### src/hw/rtl/gms_pkg.sv
// Shared types, codes and constants for the gripper motion sequencer.
// No dependencies; used by gms_cfg, gms_step, the top level and the testbench.
`timescale 1ns / 1ps

package gms_pkg;

  // Width of the elapsed-millisecond counter (8 to 32).
  localparam int TIMER_WIDTH = 16;
  localparam int LIMIT_WIDTH = 16;
  localparam int CMP_WIDTH   = (TIMER_WIDTH > LIMIT_WIDTH) ? TIMER_WIDTH : LIMIT_WIDTH;

  localparam int ADDR_WIDTH = 3;
  localparam int DATA_WIDTH = 32;

  localparam logic [LIMIT_WIDTH-1:0] LIMIT_RESET = LIMIT_WIDTH'(3000);
  localparam logic                   LEVEL_RESET = 1'b1;

  // Register indexes on the configuration port.
  typedef enum logic [0:0] {
    REG_TIMEOUT_LIMIT     = 1'b0,
    REG_REED_ACTIVE_LEVEL = 1'b1
  } gms_reg_t;

  typedef enum logic [2:0] {
    CMD_OPEN  = 3'd0,
    CMD_CLOSE = 3'd1,
    CMD_UP    = 3'd2,
    CMD_DOWN  = 3'd3,
    CMD_PICK  = 3'd4,
    CMD_PLACE = 3'd5,
    CMD_RSV6  = 3'd6,
    CMD_RSV7  = 3'd7
  } gms_cmd_t;

  typedef enum logic [3:0] {
    PH_IDLE       = 4'd0,
    PH_OPENING    = 4'd1,
    PH_CLOSING    = 4'd2,
    PH_UP         = 4'd3,
    PH_DOWN       = 4'd4,
    PH_PICK_DOWN  = 4'd5,
    PH_PICK_CLOSE = 4'd6,
    PH_PICK_UP    = 4'd7,
    PH_PLACE_DOWN = 4'd8,
    PH_PLACE_OPEN = 4'd9,
    PH_PLACE_UP   = 4'd10,
    PH_SUCCESS    = 4'd11,
    PH_TIMEOUT    = 4'd12
  } gms_phase_t;

  typedef enum logic {
    KIND_TICK    = 1'b0,
    KIND_COMMAND = 1'b1
  } gms_kind_t;

  typedef struct packed {
    logic open_drv;
    logic close_drv;
    logic up_drv;
    logic down_drv;
  } gms_drive_t;

  localparam gms_drive_t DRV_NONE  = '{1'b0, 1'b0, 1'b0, 1'b0};
  localparam gms_drive_t DRV_OPEN  = '{1'b1, 1'b0, 1'b0, 1'b0};
  localparam gms_drive_t DRV_CLOSE = '{1'b0, 1'b1, 1'b0, 1'b0};
  localparam gms_drive_t DRV_UP    = '{1'b0, 1'b0, 1'b1, 1'b0};
  localparam gms_drive_t DRV_DOWN  = '{1'b0, 1'b0, 1'b0, 1'b1};

  typedef struct packed {
    gms_phase_t             phase;
    logic                   busy;
    logic [TIMER_WIDTH-1:0] elapsed;
    gms_drive_t             drive;
  } gms_state_t;

  typedef struct packed {
    gms_kind_t kind;
    gms_cmd_t  code;
    logic      reed_closed;
    logic      reed_up;
    logic      reed_lower;
  } gms_item_t;

  typedef struct packed {
    logic [LIMIT_WIDTH-1:0] timeout_limit;
    logic                   reed_active_level;
  } gms_cfg_t;

endpackage

### src/hw/rtl/gms_cfg.sv
// Configuration register file of the gripper motion sequencer (APB-style).
// Depends on gms_pkg.
`timescale 1ns / 1ps

module gms_cfg (
  input  logic                           clk,
  input  logic                           rst,
  input  logic                           psel,
  input  logic                           penable,
  input  logic                           pwrite,
  input  logic [gms_pkg::ADDR_WIDTH-1:0] paddr,
  input  logic [gms_pkg::DATA_WIDTH-1:0] pwdata,
  output logic [gms_pkg::DATA_WIDTH-1:0] prdata,
  output logic                           pready,
  output gms_pkg::gms_cfg_t              cfg
);

  gms_pkg::gms_reg_t reg_sel;
  logic              wr_en;

  assign reg_sel = gms_pkg::gms_reg_t'(paddr[2]);
  assign pready  = 1'b1;
  assign wr_en   = psel && penable && pwrite && pready;

  always_ff @(posedge clk) begin
    if (rst) begin
      cfg.timeout_limit     <= gms_pkg::LIMIT_RESET;
      cfg.reed_active_level <= gms_pkg::LEVEL_RESET;
    end else if (wr_en) begin
      case (reg_sel)
        gms_pkg::REG_TIMEOUT_LIMIT: begin
          cfg.timeout_limit <= pwdata[gms_pkg::LIMIT_WIDTH-1:0];
        end
        gms_pkg::REG_REED_ACTIVE_LEVEL: begin
          cfg.reed_active_level <= pwdata[0];
        end
        default: begin
        end
      endcase
    end
  end

  always_comb begin
    case (reg_sel)
      gms_pkg::REG_TIMEOUT_LIMIT:
        prdata = gms_pkg::DATA_WIDTH'(cfg.timeout_limit);
      gms_pkg::REG_REED_ACTIVE_LEVEL:
        prdata = gms_pkg::DATA_WIDTH'(cfg.reed_active_level);
      default:
        prdata = '0;
    endcase
  end

endmodule

### src/hw/rtl/gms_step.sv
// Next-state logic of the gripper motion sequencer: one item against the state.
// Depends on gms_pkg.
`timescale 1ns / 1ps

module gms_step (
  input  gms_pkg::gms_state_t state,
  input  gms_pkg::gms_item_t  item,
  input  gms_pkg::gms_cfg_t   cfg,
  output gms_pkg::gms_state_t state_next,
  output logic                accepted
);

  localparam logic [gms_pkg::TIMER_WIDTH-1:0] TIMER_MAX = '1;

  logic                           closed;
  logic                           up;
  logic                           down;
  logic [gms_pkg::TIMER_WIDTH-1:0] elapsed_inc;
  logic                           timed_out;

  assign closed = (item.reed_closed == cfg.reed_active_level);
  assign up     = (item.reed_up == cfg.reed_active_level);
  assign down   = (item.reed_lower == cfg.reed_active_level);

  // Saturating count, then compare against the limit.
  assign elapsed_inc = (state.elapsed == TIMER_MAX) ? state.elapsed
                                                    : state.elapsed + 1'b1;
  assign timed_out   = gms_pkg::CMP_WIDTH'(elapsed_inc)
                       >= gms_pkg::CMP_WIDTH'(cfg.timeout_limit);

  always_comb begin
    state_next = state;
    accepted   = 1'b0;
    if (item.kind == gms_pkg::KIND_COMMAND) begin
      if (!state.busy) begin
        state_next.busy    = 1'b1;
        state_next.elapsed = '0;
        accepted           = 1'b1;
        case (item.code)
          gms_pkg::CMD_OPEN: begin
            state_next.phase = gms_pkg::PH_OPENING;
            state_next.drive = gms_pkg::DRV_OPEN;
          end
          gms_pkg::CMD_CLOSE: begin
            state_next.phase = gms_pkg::PH_CLOSING;
            state_next.drive = gms_pkg::DRV_CLOSE;
          end
          gms_pkg::CMD_UP: begin
            state_next.phase = gms_pkg::PH_UP;
            state_next.drive = gms_pkg::DRV_UP;
          end
          gms_pkg::CMD_DOWN: begin
            state_next.phase = gms_pkg::PH_DOWN;
            state_next.drive = gms_pkg::DRV_DOWN;
          end
          gms_pkg::CMD_PICK: begin
            state_next.phase = gms_pkg::PH_PICK_DOWN;
            state_next.drive = gms_pkg::DRV_DOWN;
          end
          gms_pkg::CMD_PLACE: begin
            state_next.phase = gms_pkg::PH_PLACE_DOWN;
            state_next.drive = gms_pkg::DRV_DOWN;
          end
          default: begin
            // Unknown code: reject, drop drives, keep phase and timer.
            state_next       = state;
            state_next.drive = gms_pkg::DRV_NONE;
            accepted         = 1'b0;
          end
        endcase
      end
    end else if (state.busy) begin
      state_next.elapsed = elapsed_inc;
      if (timed_out) begin
        state_next.phase = gms_pkg::PH_TIMEOUT;
        state_next.busy  = 1'b0;
        state_next.drive = gms_pkg::DRV_NONE;
      end else begin
        case (state.phase)
          gms_pkg::PH_OPENING, gms_pkg::PH_PICK_UP, gms_pkg::PH_PLACE_UP,
          gms_pkg::PH_CLOSING, gms_pkg::PH_UP, gms_pkg::PH_DOWN: begin
            if ((state.phase == gms_pkg::PH_OPENING && !closed) ||
                (state.phase == gms_pkg::PH_CLOSING && closed) ||
                (state.phase == gms_pkg::PH_DOWN && down) ||
                (state.phase != gms_pkg::PH_OPENING &&
                 state.phase != gms_pkg::PH_CLOSING &&
                 state.phase != gms_pkg::PH_DOWN && up)) begin
              state_next.phase = gms_pkg::PH_SUCCESS;
              state_next.busy  = 1'b0;
              state_next.drive = gms_pkg::DRV_NONE;
            end
          end
          gms_pkg::PH_PICK_DOWN: begin
            if (down) begin
              state_next.phase = gms_pkg::PH_PICK_CLOSE;
              state_next.drive = gms_pkg::DRV_CLOSE;
            end
          end
          gms_pkg::PH_PICK_CLOSE: begin
            if (closed) begin
              state_next.phase = gms_pkg::PH_PICK_UP;
              state_next.drive = gms_pkg::DRV_UP;
            end
          end
          gms_pkg::PH_PLACE_DOWN: begin
            if (down) begin
              state_next.phase = gms_pkg::PH_PLACE_OPEN;
              state_next.drive = gms_pkg::DRV_OPEN;
            end
          end
          gms_pkg::PH_PLACE_OPEN: begin
            if (!closed) begin
              state_next.phase = gms_pkg::PH_PLACE_UP;
              state_next.drive = gms_pkg::DRV_UP;
            end
          end
          default: begin
          end
        endcase
      end
    end
  end

endmodule

### src/hw/rtl/gripper_motion_sequencer_core.sv
// Top level of the gripper motion sequencer: input register, sequencer state,
// result register and configuration port. Depends on gms_pkg, gms_cfg, gms_step.
`timescale 1ns / 1ps

// Usage:
//   Input channel (in_valid/in_ready) carries one transaction per item: either a
//   command (kind = 1, command_code) or a one-millisecond tick (kind = 0) with the
//   raw reed levels. Each item yields exactly one result transaction on the output
//   channel (out_valid/out_ready): accepted flag, the four valve drives, busy_res
//   and status, all showing the state after that item.
//   A transaction that is taken lands in the input register, is evaluated against
//   the sequencer state and is captured in the result register, raising out_valid.
//   Throughput: one item per cycle while out_ready holds; the state update is a
//   single pass through the next-state logic and the saturating timer compare.
//   When the receiver stalls, the result register holds its transaction and the
//   input register still takes one more; after that in_ready drops until the
//   result is taken. Nothing is lost or repeated.
//   The APB port writes timeout_limit (byte 0) and reed_active_level (byte 4);
//   write them only while no transaction is in flight.
//   Synchronous reset clears both valid flags, returns the sequencer to idle with
//   drives off and the timer at zero, and restores limit 3000 and active level 1.

module gripper_motion_sequencer_core (
  input  logic                           clk,
  input  logic                           rst,
  // Item channel
  input  logic                           in_valid,
  output logic                           in_ready,
  input  logic                           kind,
  input  logic [2:0]                     command_code,
  input  logic                           reed_closed_pin,
  input  logic                           reed_up_pin,
  input  logic                           reed_down_pin,
  // Result channel
  output logic                           out_valid,
  input  logic                           out_ready,
  output logic                           accepted,
  output logic                           open_drive,
  output logic                           close_drive,
  output logic                           up_drive,
  output logic                           down_drive,
  output logic                           busy_res,
  output logic [3:0]                     status,
  // Configuration port
  input  logic                           psel,
  input  logic                           penable,
  input  logic                           pwrite,
  input  logic [gms_pkg::ADDR_WIDTH-1:0] paddr,
  input  logic [gms_pkg::DATA_WIDTH-1:0] pwdata,
  output logic [gms_pkg::DATA_WIDTH-1:0] prdata,
  output logic                           pready
);

  gms_pkg::gms_cfg_t   cfg;
  gms_pkg::gms_item_t  item;        // input register payload
  logic                item_valid;
  gms_pkg::gms_state_t state;
  gms_pkg::gms_state_t state_next;
  logic                accepted_next;
  logic                advance;     // input register moves into the result register

  gms_cfg u_cfg (
    .clk     (clk),
    .rst     (rst),
    .psel    (psel),
    .penable (penable),
    .pwrite  (pwrite),
    .paddr   (paddr),
    .pwdata  (pwdata),
    .prdata  (prdata),
    .pready  (pready),
    .cfg     (cfg)
  );

  gms_step u_step (
    .state      (state),
    .item       (item),
    .cfg        (cfg),
    .state_next (state_next),
    .accepted   (accepted_next)
  );

  // Advance when the result slot is empty or being drained this cycle.
  assign advance  = item_valid && (!out_valid || out_ready);
  assign in_ready = !item_valid || advance;

  // Input register: hold the transaction until it is evaluated.
  always_ff @(posedge clk) begin
    if (rst) begin
      item_valid <= 1'b0;
    end else if (in_ready) begin
      item_valid <= in_valid;
    end
  end

  always_ff @(posedge clk) begin
    if (in_ready && in_valid) begin
      item.kind        <= gms_pkg::gms_kind_t'(kind);
      item.code        <= gms_pkg::gms_cmd_t'(command_code);
      item.reed_closed <= reed_closed_pin;
      item.reed_up     <= reed_up_pin;
      item.reed_lower  <= reed_down_pin;
    end
  end

  // Sequencer state: update once per evaluated item.
  always_ff @(posedge clk) begin
    if (rst) begin
      state.phase   <= gms_pkg::PH_IDLE;
      state.busy    <= 1'b0;
      state.elapsed <= '0;
      state.drive   <= gms_pkg::DRV_NONE;
    end else if (advance) begin
      state <= state_next;
    end
  end

  // Result register: capture the post-item state, hold it while stalled.
  always_ff @(posedge clk) begin
    if (rst) begin
      out_valid <= 1'b0;
    end else if (advance) begin
      out_valid <= 1'b1;
    end else if (out_ready) begin
      out_valid <= 1'b0;
    end
  end

  always_ff @(posedge clk) begin
    if (advance) begin
      accepted    <= accepted_next;
      open_drive  <= state_next.drive.open_drv;
      close_drive <= state_next.drive.close_drv;
      up_drive    <= state_next.drive.up_drv;
      down_drive  <= state_next.drive.down_drv;
      busy_res    <= state_next.busy;
      status      <= state_next.phase;
    end
  end

  // A running sequence always energizes exactly one valve; idle drives none.
  assert property (@(posedge clk) disable iff (rst)
    $onehot0(state.drive) && (state.busy == (state.drive != gms_pkg::DRV_NONE)))
    else $error("drive bits disagree with busy flag");

  // Not busy means the phase is at rest.
  assert property (@(posedge clk) disable iff (rst)
    !state.busy |-> (state.phase == gms_pkg::PH_IDLE ||
                     state.phase == gms_pkg::PH_SUCCESS ||
                     state.phase == gms_pkg::PH_TIMEOUT))
    else $error("idle sequencer left in an active phase");

  // An accepted command always reports a busy, freshly started sequence.
  assert property (@(posedge clk) disable iff (rst)
    advance && accepted_next |=> state.busy && (state.elapsed == '0) && accepted)
    else $error("accepted command did not start a sequence");

  // A stalled result must not be overwritten by a new evaluation.
  assert property (@(posedge clk) disable iff (rst)
    out_valid && !out_ready |-> !advance)
    else $error("result register overwritten while stalled");

endmodule

### config.mk
export PLATFORM = sky130hd
export DESIGN_NAME = gripper_motion_sequencer_core
export DESIGN_NICKNAME = d
export VERILOG_FILES = /design/src/hw/rtl/gms_pkg.sv /design/src/hw/rtl/gms_cfg.sv /design/src/hw/rtl/gms_step.sv /design/src/hw/rtl/gripper_motion_sequencer_core.sv
export SDC_FILE = /design/constraint.sdc
export NUM_CORES = 1
export LEC_CHECK = 0
export BUFFER_PORTS_ARGS = -buffer_cell sky130_fd_sc_hd__buf_2
export CAP_MARGIN = 20
export CORE_MARGIN = 1
export CORE_UTILIZATION = 46
export CTS_CLUSTER_SIZE = 28
export DETAILED_ROUTE_END_ITERATION = 10
export GPL_TIMING_DRIVEN = 0
export PLACE_DENSITY_LB_ADDON = 0.05
export SYNTH_ARGS = -nofsm -noshare
export SYNTH_HDL_FRONTEND = slang
export SYNTH_SLANG_ARGS = --single-unit
### constraint.sdc
create_clock -name clk -period 4.9 [get_ports clk]
set_clock_uncertainty 0.1 [all_clocks]
set_input_delay 0.98 -clock clk [delete_from_list [all_inputs] [get_ports clk]]
set_output_delay 0.98 -clock clk [all_outputs]
set_load 0.005 [all_outputs]
Yosys cells after proc, flatten, opt, wreduce, memory -nomap -nowiden
Cells that the tools add are included.

Flip-flop bits (word level): 61. Bits of input ports: 49. Output and inout bits: 45. Word-level logic and storage cells: 105.

Add/subtract/negate cells: 1. Magnitude comparators: 1. Eq/ne operators: 23. Muxes and demuxes: 26. Bitwise gates (word level): 2. Reductions and logical operators: 29.

Operators by type and width (number): $mux 25 (3); $pmux 32 s2 (1); $mux 4 (10); $pmux 4 s5 (2); $pmux 4 s6 (1); $mux 17 (1); $add 16x1->16 const B (1); $eq 16x16->1 const B (1); $eq 4x3->1 const B (4); $ge 16x16->1 (1); $mux 16 (1); $pmux 4 s4 (1); $eq 4x4->1 const B (3); $reduce_or 6->1 (2); $logic_and 1x1->1 (10); $mux 5 (2); $eq 4x2->1 const B (2); $eq 3x2->1 const B (2); $eq 3x3->1 const B (2); $reduce_bool 2->1 (3); $logic_or 1x1->1 (5); $eq 4x1->1 const B (1); $mux 1 (4); $ne 4x1->1 const B (1); 12 further kinds (18).

Depth between registers and ports, before layout
Depth after elaboration: 11. Gate-level depth with buffers: 13.

By module
Synthesis repeated with hierarchy kept, for this count alone.

Cells, all modules: 564. Area, all modules: 4682.0 um^2.

By module, submodules not included: gms_step (times used 1, cells an instance 318, area an instance 1969.4 um^2, sequential area each 0.0 um^2); gripper_motion_sequencer_core (times used 1, cells an instance 135, area an instance 1714.1 um^2, sequential area each 1051.0 um^2); gms_cfg (times used 1, cells an instance 111, area an instance 998.5 um^2, sequential area each 340.3 um^2).

Worst setup path after synthesis
OpenSTA, ideal clock, no wires.

Kind: register to register. From: register, netlist name state[4]. To: register status[2], data pin. Library setup time: 258 ps. Arrival: 3049 ps. Setup slack: 1493 ps. Stages on the path, launching flop included: 13. Path buffers: 0. Cell sequence: dfxtp_1 ha_1 nand2_1 nor3_4 nand2_1 mux2_2 ha_1 o21ai_0 o21ai_0 a311oi_1 nand2_1 a221o_1 nor2b_1.

RTL lines: to (signal assigned) (RTL line gripper_motion_sequencer_core.sv:137) `status <= state_next.phase;`; to (decl) (RTL line gripper_motion_sequencer_core.sv:43) `output logic [3:0] status,`.

==> flow_summary.toml <==
[run_status]
status = "finished clean"

[sta]
timing.final.crit_share_pct = 81.9
rsz0062_at_grt = "no"
worst_slew_pin_slew_ns = 0.669
max_freq_mhz = 249
slew_headroom_pct = 55.2
period_minus_slack_ns = 4.01
setup_viol = 0
hold_viol = 0
tns_ns = 0
drv_slew = 0

[cts]
clockBufferDepth = 2
cts_setup_buffers = 0
path_clk_slew_ns = 0.07
cts_resized = 0
numCtsBuffers = 9
worstSkewPairLatency_ns = 0.34
cts_hold_buf = 0
cts_sinks = 61
cts_tree = "yes"
cts_root_buffer = "clkbuf_8"
cts_max_level = 3

[yosys]
async_reset_ff_share_pct = 0
yosysSeqAreaShare_pct = 34.1
syn-instance-count = 500
synth_area_leaders = "dfxtp_1 22%, edfxtp_1 13%, ha_1 5.5%, nor2_1 5.2%, nand2_1 4.5%"
syn_area_per_cell_sq_um = 8.16
ys.flop_type = "dfxtp_1"
syn-cell-area_sq_um = 4080
synth_seq_cells = 61
yosysWarnings = 0
synth_top_area_cell = "dfxtp_1"
synth_enable_flop_cells = 17
synth_cell_types = 70
yosys.area.top_type_share_pct = 21.6

[critical_path]
regToRegSetupSlack_ns = 0.89
cpMostUsedCell = "nand2_1"
path_class = "reg -> reg"
crit_path_start_kind = "flop"
reg2reg_depth = 12
cp_slowest_cell = "a2111oi_1"
required_ns = 5.01
r2r_start = "state[4]"
cpPeakStageDelay_ns = 0.58
crit_path_max_fanout = 8
reg2reg_to = "close_drive"
worst_setup_path_end_kind = "flop"
critPathArrivalTime_ns = 4.12
path_cells = "ha_1 > nand2_1 > nor3_4 > nand2_1 > mux2_2 > ha_1 > nor3b_1 > o21ai_0 > a311oi_1 > nand2_1 > a2111oi_1 > nand2b_1"

[floorplan]
die_w_um = 96.2
die_area_sq_um = 9250
coreArea_sq_um = 8380
rows = 33
initial_core_util_pct = 48.7
ios = 94
die_h_um = 96.2

[detailed_routing]
totalWireLength_um = 10200
detail-route-antenna-nets = 0
wire_per_inst_um = 14.7
vias = 3869
drt_iter0_markers = 242
routed_via_density = 5.59
drc = 0
firstDrtPassIters = 5

[run]
cap_viol_max_count = 0

[global_routing]
grt-ovfl-total = 0
antenna_found_initial = 0
grt_max_degree = 20
grt_pass1_wl_um = 16600
grt_util_all_layers_pct = 23.6
first_global_vias = 3438

[placed_design]
place.gp.congestion = 0.906
detailed_place_hpwl_um = 7670
portBuffers = 56
placed_cell_area_sq_um = 4550

[min_path]
hp-class = "reg -> reg"
hold_start = "u_cfg.cfg[2]"
whs_endpoint = "u_cfg.cfg[2]"
holdPathStages = 2

[pwr]
power_density_nw_per_um2 = 257
p_leak_nw = 1.97
irDropWorstVdd_v = 0.000236

[final_layout]
n_antenna_cell = 0
area_growth_pct = 16.7
stdcell_area_sq_um = 4760
drive_gt1_share_pct = 20.3
nets = 649
[power breakdown]
part           internal, mW  leakage [nW]  switching, mW
registers             0.538         0.521         0.0104
logic                0.0772          1.35          0.108
clock network         0.283        0.0966          0.206
total                 0.898          1.97          0.324
[sequential cells by signal, indices dropped and copies added, names as in the netlist, 4 cells and up]
signal     flops
state         25
u_cfg.cfg     17
item           7
status         4
[worst max-delay path by stage]
stage | start | to | slack [ns] | cells after the start
final | state[4] | close_drive | 0.89 | 12
after global routing | state[4] | close_drive | 0.41 | 12
after CTS | state[4] | close_drive | 0.91 | 12
after detailed placement | state[4] | close_drive | 0.96 | 12
after global placement | state[4] | close_drive | 0.95 | 12
after floorplan | state[4] | status[2] | 1.49 | 12
[final cells by class]
class	count	area (sq um)
fill	787	3620
clock inverter	7	90.1
multi-input combinational	377	2360
tap	105	131
inverter	27	101
timing repair buffer	56	280
sequential	61	1390
buffer	50	283
clock buffer	9	124
[cell usage in the layout (no fill, tap or decap), drive strengths merged, types with 3 or more instances in the layout]
master,instances
buf,90
o21a,6
a311oi,3
dfxtp,44
clkinvlp,3
nor3,10
nand4,9
mux2,4
a22oi,8
a21oi,36
xnor2,12
a211o,11
nand3b,5
ha,18
xor2,4
clkbuf,25
a32o,3
and2,3
nand3,14
nor2b,8
nand2b,11
o32ai,3
o22ai,3
o21ai,16
or3,8
a31oi,9
nor2,57
nand2,49
edfxtp,17
or2,4
o211ai,6
inv,27
a211oi,3
conb,17
[metrics by stage]
stage / utilization (%) / std cells / setup WS [ns] / power [mW] / hold slack [ns]
2_1_floorplan: - / 515 / 1.49 / 0.684 / 0.336
3_3_place_gp: 54.2 / 676 / 0.955 / 0.738 / 0.342
3_5_place_dp: 54.2 / 676 / 0.963 / 0.741 / 0.348
4_1_cts: 56.8 / 692 / 0.913 / 1.23 / 0.357
5_1_grt: 56.8 / 692 / 0.415 / 1.28 / 0.373
6_report: 56.8 / 692 / 0.888 / 1.22 / 0.357
[logic make-up after synthesis]
group                    synth area share (%)
AND/OR/NAND/NOR                          23.4
multiplexers                             1.60
other                                   0.184
adder cells (fa/ha/maj)                  5.52
flip-flops                               34.1
AO/OA/AOI/OAI                            21.9
XOR/XNOR                                 3.80
buffers and inverters                    9.42
[layer usage]
metal	up-vias	global-route usage [%]	routed length, um
met2	141	34.3	4150
met5	-	0	0
met3	8	6.56	742
li1	1925	-	-
met1	1795	34.0	5200
met4	0	5.85	101
[worst max-delay path: cells and delay by family, from the launching register on]
family	cells	cell delay (ns)
compound gates	3	1.14
mux	1	0.36
flops	1	0.41
simple gates	6	1.43
fa+ha+maj	2	0.44
[cells in the mapped netlist (9+ instances only)]
master     n
nor2_1    57
nand2_1   49
dfxtp_1   44
a21oi_1   35
inv_1     25
buf_4     20
ha_1      18
edfxtp_1  17
clkbuf_1  16
o21ai_0   16
nand3_1   14
a211o_1   11
nand2b_1  11
xnor2_1   11
buf_2     10
a31oi_1    9
nor3_1     9
Power figures use the tool's default switching activity.
